$ cat src/rtl/core/aes_cbc_pkg.sv
`timescale 1ns / 1ps
// ----------------------------------------------------------------------------
// AES-256 CBC codec package
// Shared types, constants and byte-level AES functions.
// ----------------------------------------------------------------------------
package aes_cbc_pkg;

  localparam int unsigned BlkBytes  = 16;
  localparam int unsigned NumRounds = 14;
  localparam int unsigned RkWords   = 30;
  localparam int unsigned RkAw      = 5;
  localparam int unsigned CfgAw     = 3;

  typedef enum logic [CfgAw-1:0] {
    CFG_MODE  = 3'd0,
    CFG_KEY0  = 3'd1,
    CFG_KEY1  = 3'd2,
    CFG_KEY2  = 3'd3,
    CFG_KEY3  = 3'd4,
    CFG_IVHI  = 3'd5,
    CFG_IVLO  = 3'd6,
    CFG_SPARE = 3'd7
  } cfg_idx_e;

  typedef enum logic [2:0] {
    ST_IDLE,
    ST_KEXP,
    ST_LOAD,
    ST_ROUND,
    ST_OUT,
    ST_PAD
  } cdc_state_e;

  // key expansion status/control shared between sequencer and expander
  typedef struct packed {
    logic start;
    logic busy;
  } kexp_ctrl_t;

  function automatic logic [7:0] sbox(input logic [7:0] x);
    logic [7:0] t [256];
    t = '{
      8'h63,8'h7c,8'h77,8'h7b,8'hf2,8'h6b,8'h6f,8'hc5,8'h30,8'h01,8'h67,8'h2b,8'hfe,8'hd7,8'hab,8'h76,
      8'hca,8'h82,8'hc9,8'h7d,8'hfa,8'h59,8'h47,8'hf0,8'had,8'hd4,8'ha2,8'haf,8'h9c,8'ha4,8'h72,8'hc0,
      8'hb7,8'hfd,8'h93,8'h26,8'h36,8'h3f,8'hf7,8'hcc,8'h34,8'ha5,8'he5,8'hf1,8'h71,8'hd8,8'h31,8'h15,
      8'h04,8'hc7,8'h23,8'hc3,8'h18,8'h96,8'h05,8'h9a,8'h07,8'h12,8'h80,8'he2,8'heb,8'h27,8'hb2,8'h75,
      8'h09,8'h83,8'h2c,8'h1a,8'h1b,8'h6e,8'h5a,8'ha0,8'h52,8'h3b,8'hd6,8'hb3,8'h29,8'he3,8'h2f,8'h84,
      8'h53,8'hd1,8'h00,8'hed,8'h20,8'hfc,8'hb1,8'h5b,8'h6a,8'hcb,8'hbe,8'h39,8'h4a,8'h4c,8'h58,8'hcf,
      8'hd0,8'hef,8'haa,8'hfb,8'h43,8'h4d,8'h33,8'h85,8'h45,8'hf9,8'h02,8'h7f,8'h50,8'h3c,8'h9f,8'ha8,
      8'h51,8'ha3,8'h40,8'h8f,8'h92,8'h9d,8'h38,8'hf5,8'hbc,8'hb6,8'hda,8'h21,8'h10,8'hff,8'hf3,8'hd2,
      8'hcd,8'h0c,8'h13,8'hec,8'h5f,8'h97,8'h44,8'h17,8'hc4,8'ha7,8'h7e,8'h3d,8'h64,8'h5d,8'h19,8'h73,
      8'h60,8'h81,8'h4f,8'hdc,8'h22,8'h2a,8'h90,8'h88,8'h46,8'hee,8'hb8,8'h14,8'hde,8'h5e,8'h0b,8'hdb,
      8'he0,8'h32,8'h3a,8'h0a,8'h49,8'h06,8'h24,8'h5c,8'hc2,8'hd3,8'hac,8'h62,8'h91,8'h95,8'he4,8'h79,
      8'he7,8'hc8,8'h37,8'h6d,8'h8d,8'hd5,8'h4e,8'ha9,8'h6c,8'h56,8'hf4,8'hea,8'h65,8'h7a,8'hae,8'h08,
      8'hba,8'h78,8'h25,8'h2e,8'h1c,8'ha6,8'hb4,8'hc6,8'he8,8'hdd,8'h74,8'h1f,8'h4b,8'hbd,8'h8b,8'h8a,
      8'h70,8'h3e,8'hb5,8'h66,8'h48,8'h03,8'hf6,8'h0e,8'h61,8'h35,8'h57,8'hb9,8'h86,8'hc1,8'h1d,8'h9e,
      8'he1,8'hf8,8'h98,8'h11,8'h69,8'hd9,8'h8e,8'h94,8'h9b,8'h1e,8'h87,8'he9,8'hce,8'h55,8'h28,8'hdf,
      8'h8c,8'ha1,8'h89,8'h0d,8'hbf,8'he6,8'h42,8'h68,8'h41,8'h99,8'h2d,8'h0f,8'hb0,8'h54,8'hbb,8'h16};
    return t[x];
  endfunction

  function automatic logic [7:0] inv_sbox(input logic [7:0] x);
    logic [7:0] t [256];
    t = '{
      8'h52,8'h09,8'h6a,8'hd5,8'h30,8'h36,8'ha5,8'h38,8'hbf,8'h40,8'ha3,8'h9e,8'h81,8'hf3,8'hd7,8'hfb,
      8'h7c,8'he3,8'h39,8'h82,8'h9b,8'h2f,8'hff,8'h87,8'h34,8'h8e,8'h43,8'h44,8'hc4,8'hde,8'he9,8'hcb,
      8'h54,8'h7b,8'h94,8'h32,8'ha6,8'hc2,8'h23,8'h3d,8'hee,8'h4c,8'h95,8'h0b,8'h42,8'hfa,8'hc3,8'h4e,
      8'h08,8'h2e,8'ha1,8'h66,8'h28,8'hd9,8'h24,8'hb2,8'h76,8'h5b,8'ha2,8'h49,8'h6d,8'h8b,8'hd1,8'h25,
      8'h72,8'hf8,8'hf6,8'h64,8'h86,8'h68,8'h98,8'h16,8'hd4,8'ha4,8'h5c,8'hcc,8'h5d,8'h65,8'hb6,8'h92,
      8'h6c,8'h70,8'h48,8'h50,8'hfd,8'hed,8'hb9,8'hda,8'h5e,8'h15,8'h46,8'h57,8'ha7,8'h8d,8'h9d,8'h84,
      8'h90,8'hd8,8'hab,8'h00,8'h8c,8'hbc,8'hd3,8'h0a,8'hf7,8'he4,8'h58,8'h05,8'hb8,8'hb3,8'h45,8'h06,
      8'hd0,8'h2c,8'h1e,8'h8f,8'hca,8'h3f,8'h0f,8'h02,8'hc1,8'haf,8'hbd,8'h03,8'h01,8'h13,8'h8a,8'h6b,
      8'h3a,8'h91,8'h11,8'h41,8'h4f,8'h67,8'hdc,8'hea,8'h97,8'hf2,8'hcf,8'hce,8'hf0,8'hb4,8'he6,8'h73,
      8'h96,8'hac,8'h74,8'h22,8'he7,8'had,8'h35,8'h85,8'he2,8'hf9,8'h37,8'he8,8'h1c,8'h75,8'hdf,8'h6e,
      8'h47,8'hf1,8'h1a,8'h71,8'h1d,8'h29,8'hc5,8'h89,8'h6f,8'hb7,8'h62,8'h0e,8'haa,8'h18,8'hbe,8'h1b,
      8'hfc,8'h56,8'h3e,8'h4b,8'hc6,8'hd2,8'h79,8'h20,8'h9a,8'hdb,8'hc0,8'hfe,8'h78,8'hcd,8'h5a,8'hf4,
      8'h1f,8'hdd,8'ha8,8'h33,8'h88,8'h07,8'hc7,8'h31,8'hb1,8'h12,8'h10,8'h59,8'h27,8'h80,8'hec,8'h5f,
      8'h60,8'h51,8'h7f,8'ha9,8'h19,8'hb5,8'h4a,8'h0d,8'h2d,8'he5,8'h7a,8'h9f,8'h93,8'hc9,8'h9c,8'hef,
      8'ha0,8'he0,8'h3b,8'h4d,8'hae,8'h2a,8'hf5,8'hb0,8'hc8,8'heb,8'hbb,8'h3c,8'h83,8'h53,8'h99,8'h61,
      8'h17,8'h2b,8'h04,8'h7e,8'hba,8'h77,8'hd6,8'h26,8'he1,8'h69,8'h14,8'h63,8'h55,8'h21,8'h0c,8'h7d};
    return t[x];
  endfunction

  function automatic logic [7:0] xt(input logic [7:0] x);
    return {x[6:0], 1'b0} ^ (x[7] ? 8'h1b : 8'h00);
  endfunction

  function automatic logic [31:0] sub_word(input logic [31:0] w);
    return {sbox(w[31:24]), sbox(w[23:16]), sbox(w[15:8]), sbox(w[7:0])};
  endfunction

  // state byte i sits at bits [127-8i -: 8]
  function automatic logic [7:0] sb(input logic [127:0] s, input int i);
    return s[127-8*i -: 8];
  endfunction

  function automatic logic [127:0] enc_round(input logic [127:0] s, input logic last);
    logic [127:0] t;
    logic [127:0] m;
    logic [7:0]   a0, a1, a2, a3;
    for (int r = 0; r < 4; r++) begin
      for (int c = 0; c < 4; c++) begin
        t[127-8*(r+4*c) -: 8] = sbox(sb(s, r + 4*((c + r) % 4)));
      end
    end
    for (int c = 0; c < 4; c++) begin
      a0 = sb(t, 4*c); a1 = sb(t, 4*c+1); a2 = sb(t, 4*c+2); a3 = sb(t, 4*c+3);
      m[127-8*(4*c)   -: 8] = xt(a0) ^ xt(a1) ^ a1 ^ a2 ^ a3;
      m[127-8*(4*c+1) -: 8] = a0 ^ xt(a1) ^ xt(a2) ^ a2 ^ a3;
      m[127-8*(4*c+2) -: 8] = a0 ^ a1 ^ xt(a2) ^ xt(a3) ^ a3;
      m[127-8*(4*c+3) -: 8] = xt(a0) ^ a0 ^ a1 ^ a2 ^ xt(a3);
    end
    return last ? t : m;
  endfunction

  function automatic logic [7:0] gm(input logic [7:0] a, input logic [3:0] b);
    logic [7:0] p;
    logic [7:0] x;
    p = '0;
    x = a;
    for (int i = 0; i < 4; i++) begin
      if (b[i]) p = p ^ x;
      x = xt(x);
    end
    return p;
  endfunction

  function automatic logic [127:0] inv_mix(input logic [127:0] s);
    logic [127:0] m;
    logic [7:0]   a0, a1, a2, a3;
    for (int c = 0; c < 4; c++) begin
      a0 = sb(s, 4*c); a1 = sb(s, 4*c+1); a2 = sb(s, 4*c+2); a3 = sb(s, 4*c+3);
      m[127-8*(4*c)   -: 8] = gm(a0, 4'd14) ^ gm(a1, 4'd11) ^ gm(a2, 4'd13) ^ gm(a3, 4'd9);
      m[127-8*(4*c+1) -: 8] = gm(a0, 4'd9) ^ gm(a1, 4'd14) ^ gm(a2, 4'd11) ^ gm(a3, 4'd13);
      m[127-8*(4*c+2) -: 8] = gm(a0, 4'd13) ^ gm(a1, 4'd9) ^ gm(a2, 4'd14) ^ gm(a3, 4'd11);
      m[127-8*(4*c+3) -: 8] = gm(a0, 4'd11) ^ gm(a1, 4'd13) ^ gm(a2, 4'd9) ^ gm(a3, 4'd14);
    end
    return m;
  endfunction

  // inverse shift rows and inverse sub bytes
  function automatic logic [127:0] inv_sr_sb(input logic [127:0] s);
    logic [127:0] t;
    for (int r = 0; r < 4; r++) begin
      for (int c = 0; c < 4; c++) begin
        t[127-8*(r+4*c) -: 8] = inv_sbox(sb(s, r + 4*((c + 4 - r) % 4)));
      end
    end
    return t;
  endfunction

endpackage

$ cat src/rtl/core/aes_cbc_rkram.sv
`timescale 1ns / 1ps
// ----------------------------------------------------------------------------
// AES-256 CBC round-key memory
// Synchronous single-write, dual-read store of the 30 round-key double words.
// ----------------------------------------------------------------------------
module aes_cbc_rkram
  import aes_cbc_pkg::*;
(
  input  logic            clk_i,
  input  logic            we_i,
  input  logic [RkAw-1:0] waddr_i,
  input  logic [63:0]     wdata_i,
  input  logic [RkAw-1:0] raddr_a_i,
  input  logic [RkAw-1:0] raddr_b_i,
  output logic [63:0]     rdata_a_o,
  output logic [63:0]     rdata_b_o
);

  logic [63:0] mem_q [RkWords];

  // write port
  always_ff @(posedge clk_i) begin
    if (we_i) mem_q[waddr_i] <= wdata_i;
  end

  // registered read ports
  always_ff @(posedge clk_i) begin
    rdata_a_o <= mem_q[raddr_a_i];
    rdata_b_o <= mem_q[raddr_b_i];
  end

endmodule

$ cat config.mk
export PLATFORM = sky130hd
export DESIGN_NAME = aes_cbc_rkram
export DESIGN_NICKNAME = d
export VERILOG_FILES = /design/src/rtl/core/aes_cbc_pkg.sv /design/src/rtl/core/aes_cbc_rkram.sv
export SDC_FILE = /design/constraint.sdc
export NUM_CORES = 2
export LEC_CHECK = 0
export ABC_AREA = 0
export CAP_MARGIN = 20
export CORE_MARGIN = 8
export CORE_UTILIZATION = 25
export CTS_CLUSTER_DIAMETER = 150
export DETAILED_ROUTE_END_ITERATION = 10
export DONT_BUFFER_PORTS = 1
export PLACE_DENSITY = 0.41
export SYNTH_ARGS = -nofsm -noshare
export SYNTH_HDL_FRONTEND = slang
export SYNTH_SLANG_ARGS = --single-unit
$ cat constraint.sdc
create_clock -name clk_i -period 5.35 [get_ports clk_i]
set_input_delay 0.2675 -clock clk_i [delete_from_list [all_inputs] [get_ports clk_i]]
set_output_delay 0.2675 -clock clk_i [all_outputs]
set_load 0.05 [all_outputs]
==> metrics.cfg <==
[status]
status=finished, violations left
violations=hold timing, slew limit

[yosys]
yosysMostFrequentCell=edfxtp_1
ys_seq_area_share_pct=65.9
synth.area.top_cells=edfxtp_1, mux4_2, mux2i_1
syn_nets=5176
synthCells=5095
synth.distinct_cells=51
synth_area_um2=91300
synth-edff-count=1920
yosys_warnings=0
synth_commonest_cells=edfxtp_1, mux2i_1, mux4_2
postSynthAreaPerCell_um2=17.9
ys_ff_latch=2048
synth_top_area_share_pct=63.1
yosys.area.top_type=edfxtp_1
async_reset_ff_share_pct=0
yosys_most_used_dff=edfxtp_1

[clock_tree]
root_buffer=clkbuf_16
cts_tree=yes
clock-sinks=2048
cts_resized=0
clock_path_buffers=4
cts_made_buffers=230
cts.clk_slew.worst_paths_ns=0.06
cts_setup_buffers=0
holdBufCountCts=132
h-tree-depth=4
clkLatencyLatePin_ns=0.90

[critical_path]
critPathLaunchType=input pin
critPathKind=in -> reg
path_max_fanout=403
rrSetupSlack_ns=2.29
end_kind=flop
worst_ep_required_time_ns=6.11
critical_path_arrival_ns=4.83

[placed_design]
portBuffers=0
gp_congestion=0.751
pre_cts_ws_ns=2.49
placed_cells=9625
dp_hpwl_um=187000

[pwr]
switching_share_pct=23.9
p_per_area_nw_per_um2=353
p_int_mw=28.8
p_seq_share_pct=49.1
ir_drop_uv=243
clock_power_share_pct=43.9
p_leak_nw=34.3
p_total_mw=37.9
comb_power_share_pct=7.0
p_switching_mw=9.05

[routing]
vias=53500
vias_per_cell=5.23
drc_errors=0
drt-initial-drc-count=5689
met1_length_um=155000
top_layer=met5
wl_met3_um=21600
route.antenna.remaining_nets=0
totalWireLength_um=359000
firstDrtPassIters=6
dr_wl_met2_um=173000
wire_per_inst_um=35.1

[global_route]
grt_overflow=0
grt_pass1_wl_um=485000
grt_max_degree=520
grt_antenna_before_repair=29
grt_usage_pct=18.0
grt_pass1_vias=55300

[timing]
final_max_slew_viol_count=461
clock_skew_ns=0.0475
hold_violations=3
max_freq_mhz=246
worst_slack_ns=1.28
holdWs_ns=-0.0250
setup_tns_ns=0
post-route-period-util_pct=76.0
slew_headroom_pct=-77.3
layout_min_cycle_time_ns=4.07
worstMarginPinSlew_ns=2.66
rsz0062_at_grt=no
setup_violations=0

[finish]
fin_nets=5290
area_growth_pct=17.4
drive_gt1_share_pct=25.7
finish.utilization_pct=29.4
multi_input_area_um2=29200
layout.cells.non_filler=10200
fillers=35700
register_area_um2=60200

[floorplanning]
die_height_um=620
pin_count=209
die-area_um2=385000
fp.coreArea_um2=365000
rows=222
start_util_pct=25.0
die_w_um=620

[min_path]
hold_class=in -> reg

[job]
maxCapViolCount=0

-- critical path, stage by stage --
cell	delay, ns
mux2_2	1.02
mux4_2	0.45
dlygate4sd3_1	0.57
nor2_1	0.09
dlygate4sd3_1	0.56
nor3_1	0.04
dlygate4sd3_1	0.57
-- power by group through the flow --
stage | logic [mW] | registers (mW) | clock network (mW)
2_1_floorplan | 1.60 | 18.7 | 0
3_3_place_gp | 1.85 | 19.0 | 0
3_5_place_dp | 1.84 | 19.0 | 0
4_1_cts | 2.36 | 18.6 | 17.0
5_1_grt | 2.76 | 18.6 | 17.5
6_report | 2.65 | 18.6 | 16.6
-- per-stage QoR --
step	hold slack (ns)	instance area, µm²
2_1_floorplan	0.366	91300
3_3_place_gp	0.368	96800
3_5_place_dp	0.368	96800
4_1_cts	0.00253	106000
5_1_grt	0.0149	107000
6_report	-0.0250	107000
-- metal layers --
metal,vias to the layer above,global-route usage (%)
met5,-,0
met4,18,4.52
met3,497,2.88
met2,2027,30.2
met1,29300,24.4
li1,21700,-
-- area by class of cell --
class                      instances  area share (%)
clock inverter                   123            1.34
tap                             4816            5.62
antenna                           11          0.0257
sequential                      2048            56.1
clock buffer                     303            5.95
multi-input combinational       2620            27.2
timing repair buffer             281            3.58
inverter                          28           0.100
-- cell usage in the layout, fill, tap and decap left out, types with 11 or more instances in the layout --
master	instances
clkinvlp_4	14
inv_1	27
a22o_1	42
a21oi_1	77
diode_2	11
nor2_4	34
a311o_1	27
o22a_1	20
clkbuf_1	42
nand2_1	109
nor2_1	100
dfxtp_1	128
buf_12	59
nor3_1	18
nand3_1	46
mux4_2	564
edfxtp_1	1920
a211oi_1	31
mux2i_1	597
buf_4	81
clkbuf_8	27
bufinv_16	31
o21ai_0	98
nand4_1	17
clkinv_2	41
a311oi_1	27
a31oi_1	22
clkinv_1	27
a22oi_1	231
nor4_1	43
buf_16	30
dlygate4sd3_1	100
o22ai_1	153
mux2_2	204
o221ai_1	53
clkbuf_16	240
-- sequential cells by signal (all words and copies together) (netlist names) --
| name | flops |
|---|---|
| rdata_a_o | 64 |
| mem_q | 1920 |
| rdata_b_o | 64 |
-- kinds of logic (layout without fill, tap and decap cells) --
kind of cell	Yosys count	count (layout)	synth area share (%)
DFF	2048	2048	65.9
AOI/OAI and AO/OA	808	808	6.18
muxes	1365	1365	23.0
and+or+nand+nor	447	447	2.40
other	0	11	0
buffers and inverters	427	735	2.51
-- worst paths after layout --
kind / start / endpoint / depth (start not counted)
hold reg to reg: mem_q[9][9]$_DFFE_PP_ / rdata_a_o[9]$_DFF_P_ / 3
setup reg to reg: mem_q[22][41]$_DFFE_PP_ / rdata_a_o[41]$_DFF_P_ / 7
hold / removal: raddr_b_i[1] / rdata_b_o[11]$_DFF_P_ / 4
setup / recovery: raddr_a_i[1] / rdata_a_o[41]$_DFF_P_ / 7
Note: power is estimated with default switching activity, not from simulation.
