### config.mk
export PLATFORM = sky130hd
export DESIGN_NAME = aes_cbc_kexp
export DESIGN_NICKNAME = d
export VERILOG_FILES = /design/src/rtl/core/aes_cbc_pkg.sv /design/src/rtl/core/aes_cbc_kexp.sv
export SDC_FILE = /design/constraint.sdc
export NUM_CORES = 2
export LEC_CHECK = 0
export BUFFER_PORTS_ARGS = -buffer_cell sky130_fd_sc_hd__buf_4
export CORE_ASPECT_RATIO = 1.25
export CORE_UTILIZATION = 24
export CTS_BUF_LIST = sky130_fd_sc_hd__clkbuf_8
export CTS_CLUSTER_DIAMETER = 40
export CTS_CLUSTER_SIZE = 30
export DETAILED_ROUTE_END_ITERATION = 7
export PLACE_DENSITY_LB_ADDON = 0.05
export SETUP_SLACK_MARGIN = 0.1
export SLEW_MARGIN = 15
export SYNTH_ARGS = -nofsm -noshare
export SYNTH_HDL_FRONTEND = slang
export SYNTH_SLANG_ARGS = --single-unit
### constraint.sdc
create_clock -name clk_i -period 17.06 [get_ports clk_i]
set_input_delay 0.853 -clock clk_i [delete_from_list [all_inputs] [get_ports clk_i]]
set_output_delay 0.853 -clock clk_i [all_outputs]
set_load 0.1 [all_outputs]
### src/rtl/core/aes_cbc_pkg.sv
`timescale 1ns / 1ps
// ----------------------------------------------------------------------------
// AES-256 CBC codec package
// Shared types, constants and byte-level AES functions.
// ----------------------------------------------------------------------------
package aes_cbc_pkg;

  localparam int unsigned BlkBytes  = 16;
  localparam int unsigned NumRounds = 14;
  localparam int unsigned RkWords   = 30;
  localparam int unsigned RkAw      = 5;
  localparam int unsigned CfgAw     = 3;

  typedef enum logic [CfgAw-1:0] {
    CFG_MODE  = 3'd0,
    CFG_KEY0  = 3'd1,
    CFG_KEY1  = 3'd2,
    CFG_KEY2  = 3'd3,
    CFG_KEY3  = 3'd4,
    CFG_IVHI  = 3'd5,
    CFG_IVLO  = 3'd6,
    CFG_SPARE = 3'd7
  } cfg_idx_e;

  typedef enum logic [2:0] {
    ST_IDLE,
    ST_KEXP,
    ST_LOAD,
    ST_ROUND,
    ST_OUT,
    ST_PAD
  } cdc_state_e;

  // key expansion status/control shared between sequencer and expander
  typedef struct packed {
    logic start;
    logic busy;
  } kexp_ctrl_t;

  function automatic logic [7:0] sbox(input logic [7:0] x);
    logic [7:0] t [256];
    t = '{
      8'h63,8'h7c,8'h77,8'h7b,8'hf2,8'h6b,8'h6f,8'hc5,8'h30,8'h01,8'h67,8'h2b,8'hfe,8'hd7,8'hab,8'h76,
      8'hca,8'h82,8'hc9,8'h7d,8'hfa,8'h59,8'h47,8'hf0,8'had,8'hd4,8'ha2,8'haf,8'h9c,8'ha4,8'h72,8'hc0,
      8'hb7,8'hfd,8'h93,8'h26,8'h36,8'h3f,8'hf7,8'hcc,8'h34,8'ha5,8'he5,8'hf1,8'h71,8'hd8,8'h31,8'h15,
      8'h04,8'hc7,8'h23,8'hc3,8'h18,8'h96,8'h05,8'h9a,8'h07,8'h12,8'h80,8'he2,8'heb,8'h27,8'hb2,8'h75,
      8'h09,8'h83,8'h2c,8'h1a,8'h1b,8'h6e,8'h5a,8'ha0,8'h52,8'h3b,8'hd6,8'hb3,8'h29,8'he3,8'h2f,8'h84,
      8'h53,8'hd1,8'h00,8'hed,8'h20,8'hfc,8'hb1,8'h5b,8'h6a,8'hcb,8'hbe,8'h39,8'h4a,8'h4c,8'h58,8'hcf,
      8'hd0,8'hef,8'haa,8'hfb,8'h43,8'h4d,8'h33,8'h85,8'h45,8'hf9,8'h02,8'h7f,8'h50,8'h3c,8'h9f,8'ha8,
      8'h51,8'ha3,8'h40,8'h8f,8'h92,8'h9d,8'h38,8'hf5,8'hbc,8'hb6,8'hda,8'h21,8'h10,8'hff,8'hf3,8'hd2,
      8'hcd,8'h0c,8'h13,8'hec,8'h5f,8'h97,8'h44,8'h17,8'hc4,8'ha7,8'h7e,8'h3d,8'h64,8'h5d,8'h19,8'h73,
      8'h60,8'h81,8'h4f,8'hdc,8'h22,8'h2a,8'h90,8'h88,8'h46,8'hee,8'hb8,8'h14,8'hde,8'h5e,8'h0b,8'hdb,
      8'he0,8'h32,8'h3a,8'h0a,8'h49,8'h06,8'h24,8'h5c,8'hc2,8'hd3,8'hac,8'h62,8'h91,8'h95,8'he4,8'h79,
      8'he7,8'hc8,8'h37,8'h6d,8'h8d,8'hd5,8'h4e,8'ha9,8'h6c,8'h56,8'hf4,8'hea,8'h65,8'h7a,8'hae,8'h08,
      8'hba,8'h78,8'h25,8'h2e,8'h1c,8'ha6,8'hb4,8'hc6,8'he8,8'hdd,8'h74,8'h1f,8'h4b,8'hbd,8'h8b,8'h8a,
      8'h70,8'h3e,8'hb5,8'h66,8'h48,8'h03,8'hf6,8'h0e,8'h61,8'h35,8'h57,8'hb9,8'h86,8'hc1,8'h1d,8'h9e,
      8'he1,8'hf8,8'h98,8'h11,8'h69,8'hd9,8'h8e,8'h94,8'h9b,8'h1e,8'h87,8'he9,8'hce,8'h55,8'h28,8'hdf,
      8'h8c,8'ha1,8'h89,8'h0d,8'hbf,8'he6,8'h42,8'h68,8'h41,8'h99,8'h2d,8'h0f,8'hb0,8'h54,8'hbb,8'h16};
    return t[x];
  endfunction

  function automatic logic [7:0] inv_sbox(input logic [7:0] x);
    logic [7:0] t [256];
    t = '{
      8'h52,8'h09,8'h6a,8'hd5,8'h30,8'h36,8'ha5,8'h38,8'hbf,8'h40,8'ha3,8'h9e,8'h81,8'hf3,8'hd7,8'hfb,
      8'h7c,8'he3,8'h39,8'h82,8'h9b,8'h2f,8'hff,8'h87,8'h34,8'h8e,8'h43,8'h44,8'hc4,8'hde,8'he9,8'hcb,
      8'h54,8'h7b,8'h94,8'h32,8'ha6,8'hc2,8'h23,8'h3d,8'hee,8'h4c,8'h95,8'h0b,8'h42,8'hfa,8'hc3,8'h4e,
      8'h08,8'h2e,8'ha1,8'h66,8'h28,8'hd9,8'h24,8'hb2,8'h76,8'h5b,8'ha2,8'h49,8'h6d,8'h8b,8'hd1,8'h25,
      8'h72,8'hf8,8'hf6,8'h64,8'h86,8'h68,8'h98,8'h16,8'hd4,8'ha4,8'h5c,8'hcc,8'h5d,8'h65,8'hb6,8'h92,
      8'h6c,8'h70,8'h48,8'h50,8'hfd,8'hed,8'hb9,8'hda,8'h5e,8'h15,8'h46,8'h57,8'ha7,8'h8d,8'h9d,8'h84,
      8'h90,8'hd8,8'hab,8'h00,8'h8c,8'hbc,8'hd3,8'h0a,8'hf7,8'he4,8'h58,8'h05,8'hb8,8'hb3,8'h45,8'h06,
      8'hd0,8'h2c,8'h1e,8'h8f,8'hca,8'h3f,8'h0f,8'h02,8'hc1,8'haf,8'hbd,8'h03,8'h01,8'h13,8'h8a,8'h6b,
      8'h3a,8'h91,8'h11,8'h41,8'h4f,8'h67,8'hdc,8'hea,8'h97,8'hf2,8'hcf,8'hce,8'hf0,8'hb4,8'he6,8'h73,
      8'h96,8'hac,8'h74,8'h22,8'he7,8'had,8'h35,8'h85,8'he2,8'hf9,8'h37,8'he8,8'h1c,8'h75,8'hdf,8'h6e,
      8'h47,8'hf1,8'h1a,8'h71,8'h1d,8'h29,8'hc5,8'h89,8'h6f,8'hb7,8'h62,8'h0e,8'haa,8'h18,8'hbe,8'h1b,
      8'hfc,8'h56,8'h3e,8'h4b,8'hc6,8'hd2,8'h79,8'h20,8'h9a,8'hdb,8'hc0,8'hfe,8'h78,8'hcd,8'h5a,8'hf4,
      8'h1f,8'hdd,8'ha8,8'h33,8'h88,8'h07,8'hc7,8'h31,8'hb1,8'h12,8'h10,8'h59,8'h27,8'h80,8'hec,8'h5f,
      8'h60,8'h51,8'h7f,8'ha9,8'h19,8'hb5,8'h4a,8'h0d,8'h2d,8'he5,8'h7a,8'h9f,8'h93,8'hc9,8'h9c,8'hef,
      8'ha0,8'he0,8'h3b,8'h4d,8'hae,8'h2a,8'hf5,8'hb0,8'hc8,8'heb,8'hbb,8'h3c,8'h83,8'h53,8'h99,8'h61,
      8'h17,8'h2b,8'h04,8'h7e,8'hba,8'h77,8'hd6,8'h26,8'he1,8'h69,8'h14,8'h63,8'h55,8'h21,8'h0c,8'h7d};
    return t[x];
  endfunction

  function automatic logic [7:0] xt(input logic [7:0] x);
    return {x[6:0], 1'b0} ^ (x[7] ? 8'h1b : 8'h00);
  endfunction

  function automatic logic [31:0] sub_word(input logic [31:0] w);
    return {sbox(w[31:24]), sbox(w[23:16]), sbox(w[15:8]), sbox(w[7:0])};
  endfunction

  // state byte i sits at bits [127-8i -: 8]
  function automatic logic [7:0] sb(input logic [127:0] s, input int i);
    return s[127-8*i -: 8];
  endfunction

  function automatic logic [127:0] enc_round(input logic [127:0] s, input logic last);
    logic [127:0] t;
    logic [127:0] m;
    logic [7:0]   a0, a1, a2, a3;
    for (int r = 0; r < 4; r++) begin
      for (int c = 0; c < 4; c++) begin
        t[127-8*(r+4*c) -: 8] = sbox(sb(s, r + 4*((c + r) % 4)));
      end
    end
    for (int c = 0; c < 4; c++) begin
      a0 = sb(t, 4*c); a1 = sb(t, 4*c+1); a2 = sb(t, 4*c+2); a3 = sb(t, 4*c+3);
      m[127-8*(4*c)   -: 8] = xt(a0) ^ xt(a1) ^ a1 ^ a2 ^ a3;
      m[127-8*(4*c+1) -: 8] = a0 ^ xt(a1) ^ xt(a2) ^ a2 ^ a3;
      m[127-8*(4*c+2) -: 8] = a0 ^ a1 ^ xt(a2) ^ xt(a3) ^ a3;
      m[127-8*(4*c+3) -: 8] = xt(a0) ^ a0 ^ a1 ^ a2 ^ xt(a3);
    end
    return last ? t : m;
  endfunction

  function automatic logic [7:0] gm(input logic [7:0] a, input logic [3:0] b);
    logic [7:0] p;
    logic [7:0] x;
    p = '0;
    x = a;
    for (int i = 0; i < 4; i++) begin
      if (b[i]) p = p ^ x;
      x = xt(x);
    end
    return p;
  endfunction

  function automatic logic [127:0] inv_mix(input logic [127:0] s);
    logic [127:0] m;
    logic [7:0]   a0, a1, a2, a3;
    for (int c = 0; c < 4; c++) begin
      a0 = sb(s, 4*c); a1 = sb(s, 4*c+1); a2 = sb(s, 4*c+2); a3 = sb(s, 4*c+3);
      m[127-8*(4*c)   -: 8] = gm(a0, 4'd14) ^ gm(a1, 4'd11) ^ gm(a2, 4'd13) ^ gm(a3, 4'd9);
      m[127-8*(4*c+1) -: 8] = gm(a0, 4'd9) ^ gm(a1, 4'd14) ^ gm(a2, 4'd11) ^ gm(a3, 4'd13);
      m[127-8*(4*c+2) -: 8] = gm(a0, 4'd13) ^ gm(a1, 4'd9) ^ gm(a2, 4'd14) ^ gm(a3, 4'd11);
      m[127-8*(4*c+3) -: 8] = gm(a0, 4'd11) ^ gm(a1, 4'd13) ^ gm(a2, 4'd9) ^ gm(a3, 4'd14);
    end
    return m;
  endfunction

  // inverse shift rows and inverse sub bytes
  function automatic logic [127:0] inv_sr_sb(input logic [127:0] s);
    logic [127:0] t;
    for (int r = 0; r < 4; r++) begin
      for (int c = 0; c < 4; c++) begin
        t[127-8*(r+4*c) -: 8] = inv_sbox(sb(s, r + 4*((c + 4 - r) % 4)));
      end
    end
    return t;
  endfunction

endpackage

### src/rtl/core/aes_cbc_kexp.sv
`timescale 1ns / 1ps
// ----------------------------------------------------------------------------
// AES-256 CBC key expander
// Produces the 30 round-key double words one per cycle from the key words.
// ----------------------------------------------------------------------------
module aes_cbc_kexp
  import aes_cbc_pkg::*;
(
  input  logic             clk_i,
  input  logic             rst_ni,
  input  logic             start_i,
  input  logic [255:0]     key_i,
  output kexp_ctrl_t       stat_o,
  output logic             we_o,
  output logic [RkAw-1:0]  waddr_o,
  output logic [63:0]      wdata_o
);

  // eight-word sliding window of the schedule
  logic [255:0]    win_q, win_d;
  logic [RkAw-1:0] cnt_q, cnt_d;
  logic            busy_q, busy_d;
  logic [7:0]      rc_q, rc_d;
  logic [31:0]     t0, t1, n0, n1;

  always_comb begin
    t0 = win_q[31:0];
    t0 = sub_word({t0[23:0], t0[31:24]}) ^ {rc_q, 24'h0};
    n0 = win_q[255:224] ^ t0;
    n1 = win_q[223:192] ^ n0;
  end

  // second pair of the group uses sub_word without rotation
  logic [31:0] m0, m1, m2, m3, m4, m5;
  always_comb begin
    m0 = win_q[191:160] ^ n1;
    m1 = win_q[159:128] ^ m0;
    m2 = win_q[127:96] ^ sub_word(m1);
    m3 = win_q[95:64] ^ m2;
    m4 = win_q[63:32] ^ m3;
    m5 = win_q[31:0]  ^ m4;
    t1 = m5;
  end

  // sequence: cnt 0..3 emit key, then each group of 4 emits from a new window
  logic [1:0]  ph;
  assign ph = cnt_q[1:0];

  always_comb begin
    busy_d = busy_q;
    cnt_d  = cnt_q;
    win_d  = win_q;
    rc_d   = rc_q;
    if (start_i) begin
      busy_d = 1'b1;
      cnt_d  = '0;
      win_d  = key_i;
      rc_d   = 8'h01;
    end else if (busy_q) begin
      cnt_d = cnt_q + 1'b1;
      if (cnt_q == RkAw'(RkWords - 1)) busy_d = 1'b0;
      // roll to the next eight words after the fourth double word
      if (ph == 2'd3) begin
        win_d = {n0, n1, m0, m1, m2, m3, m4, t1};
        rc_d  = xt(rc_q);
      end
    end
  end

  always_ff @(posedge clk_i or negedge rst_ni) begin
    if (!rst_ni) begin
      busy_q <= 1'b0;
      cnt_q  <= '0;
    end else begin
      busy_q <= busy_d;
      cnt_q  <= cnt_d;
    end
  end

  always_ff @(posedge clk_i) begin
    win_q <= win_d;
    rc_q  <= rc_d;
  end

  assign stat_o.start = start_i;
  assign stat_o.busy  = busy_q;
  assign we_o    = busy_q;
  assign waddr_o = cnt_q;
  assign wdata_o = win_q[255 - 64*ph -: 64];

endmodule

==> results.cfg <==
[yosys]
yosysTopAreaCell = edfxtp_1
synthAdderAreaFrac_pct = 3.238
yosysMostFrequentCell = nand2_1
netlist_instances = 5922
synth_top_family_by_area = compound AO/OA/AOI/OAI gates
synth_area_leaders = edfxtp_1 (17%), mux4_2 (5.8%), nand2_1 (5.4%)
netlist_area_um2 = 45910
synth_compound_area_share_pct = 31.91
avgSynthCellArea_um2 = 7.752
yosys_warnings = 0
synth_flop_cell = edfxtp_1
synth_common_cells = nand2_1 (664), o21ai_0 (492), nor2_1 (401)
synthMuxAreaShare_pct = 9.613
syn_nets = 6299
yosys.area_share.simple_pct = 20.91
yosysTopAreaCellShare_pct = 16.75
ys_seq_area_share_pct = 17.42
async_reset_ff_share_pct = 2.222
synth_edf_count = 256
synth-xor-area-share_pct = 9.114
ys_seq_elements = 270
ys_types = 135

[setup_path]
worstSetupEndpointType = register
rrSetupSlack_ps = 8570
start_kind = register
reg2reg_to = win_q[90]
path_max_fanout = 46
slowest_stage = a221oi_1
crit_start = win_q[17]
arrival_ps = 8960
slowest_delay_ps = 790
crit_chain = buf_4, inv_1, ha_1, buf_4, nor2b_1, o21ai_0, a221oi_1, o22ai_1, o21a_1, nor2_1, a21oi_1, nor2_2, inv_1, ha_1, o21ai_0, o221ai_1, a221oi_1, o31ai_1, o211ai_1, a41oi_2, xnor2_1, xor2_1, o21ai_1
worst_ep_required_time_ps = 17530
timing_worst_setup_path_type = reg -> reg
crit_path_end = win_q[90]
timing.rr.start = win_q[17]
reg2reg_depth = 23

[sta]
finalSetupTns_ps = 0
layout_min_cycle_time_ps = 8490
fin_crit_sh_pct = 49.77
worst_pin_slew_ps = 1071
setup-violations-final = 0
final_max_slew_viol_count = 0
slew_headroom_pct = 26.58
rsz0062_at_grt = false
fmax_ghz = 0.1178
clock_skew_ps = 77.96
hold_viol_final = 0

[detailed_routing]
wl_per_cell_um = 29.89
first_iter_violations = 5930
first_pass_iters = 6
vias = 51130
avgViaCountPerCell = 6.045
routed_wirelength_um = 252800
drc = 0
ant_nets = 0

[floorplan]
io_pins = 331
start_util_pct = 24.14
dieArea_um2 = 193000
die_w_um = 393.2
core_um2 = 190100
rows = 179
fp.dieH_um = 491.0

[layout]
syn_to_final_growth_pct = 12.12
fin_nets = 6235
layout-drive-gt1-share_pct = 16.75
utilization_pct = 27.07
nFillCells = 20914

[clock_network]
insertion_delay_ps = 770
clkTransAtPathRegs_ps = 60
cts_tree = built
numClockSinks = 270
cts_setup_buffers = 0
cts_buffers = 81
clockRootBuffer = clkbuf_8
htree_num_levels = 3
max-clock-path-buffers = 3

[placed_design]
port_buffers = 330
gp_congestion = 0.9504
hpwl_um = 179100

[global_routing]
first_global_vias = 49246
grt_max_degree = 145
met1_usage_pct = 34.05
grt_use_met3_pct = 4.526
grt_antenna_before_repair = 19
met2_usage_pct = 39.10
grt_pass1_wl_um = 364200
gr-total-overflow = 0
grt-busiest-layer = met2
grtUsageTotal_pct = 25.12

[run_status]
outcome = complete, no violations

[hold_path]
hold_path.class = in -> reg

[flow_run]
drv_cap = 0
[flip-flops by register name, summed over array words and instances (netlist names)]
name     flops
we_o         1
rc_q         8
win_q      256
waddr_o      5
[cells in the final DEF, fill, tap and decap left out, types with 74 or more instances in the layout]
master,netlist,final
nor2b_1,98,98
inv_1,63,79
o211ai_1,119,119
a31oi_1,130,130
nor3_1,179,179
nand2b_1,112,112
xor2_1,117,114
nand3_1,181,181
o21ai_0,492,492
mux4_2,118,118
buf_4,69,500
a21oi_1,370,370
nor2_1,401,398
mux2_2,82,82
nand2_1,664,662
mux2i_1,82,82
xnor2_1,241,234
a211oi_1,95,95
clkbuf_8,0,83
ha_1,118,118
a311oi_1,74,74
edfxtp_1,256,256
[final cells by class]
class	count	area (um^2)	area share, %
Clock inverter	63	444.2	0.8630
Timing Repair Buffer	504	3819	7.419
Sequential cell	270	8005	15.55
Clock buffer	83	1142	2.219
Multi-Input combinational cell	4916	34550	67.14
Tap cell	2534	3171	6.160
Antenna cell	3	7.507	0.01459
Inverter	85	326.6	0.6345
[kinds of logic after synthesis]
logic type	Yosys count
AO/OA/AOI/OAI	2118
AND/OR/NAND/NOR	1984
buffers and inverters	736
XOR/XNOR	412
multiplexers	283
flip-flops	270
adder cells (fa/ha/maj)	119
[critical path: cells and delay by family (launching register included)]
family | cells | cell delay, ps
flip-flops | 1 | 320
adder cells (fa/ha/maj) | 2 | 980
AO/OA/AOI/OAI | 12 | 3350
XOR/XNOR | 2 | 580
buffers and inverters | 4 | 1520
AND/OR/NAND/NOR | 3 | 1450
[per-layer routing]
metal  part of all wire (%)  vias to the layer above
li1                       -                    22546
met1                     43                    25153
met2                     45                     2803
met3                    8.1                      592
met4                    4.3                       36
met5                  0.099                        -
[how the worst min path moves through the flow]
stage,startpoint,endpoint,slack (ps),cells after the start
6_report,key_i[96],win_q[96],360,3
5_1_grt,key_i[68],win_q[68],330,3
4_1_cts,key_i[96],win_q[96],270,3
3_5_place_dp,rc_q[1],rc_q[2],490,2
3_3_place_gp,rc_q[1],rc_q[2],480,2
2_1_floorplan,rc_q[5],rc_q[6],460,2
[through the flow]
| stage | instance area (um^2) | setup WS [ps] | hold slack, ps | cells |
|---|---|---|---|---|
| after floorplan | 45910 | 8860 | 456.8 | 5922 |
| after global placement | 49870 | 8677 | 481.3 | 8308 |
| after detailed placement | 49870 | 8840 | 487.3 | 8308 |
| after CTS | 51460 | 8887 | 268.9 | 8455 |
| after global routing | 51460 | 8442 | 331.6 | 8456 |
| final | 51470 | 8570 | 355.4 | 8458 |
[timing repair]
item                                   in CTS  in global routing
endpoints found under the hold margin       6                  0
gates resized for setup                     0                  0
hold buffers                                1                  0
Power is left out: the tool's default activity adds up to more than one toggle a clock period on the data nets, which glitch-free logic cannot reach.
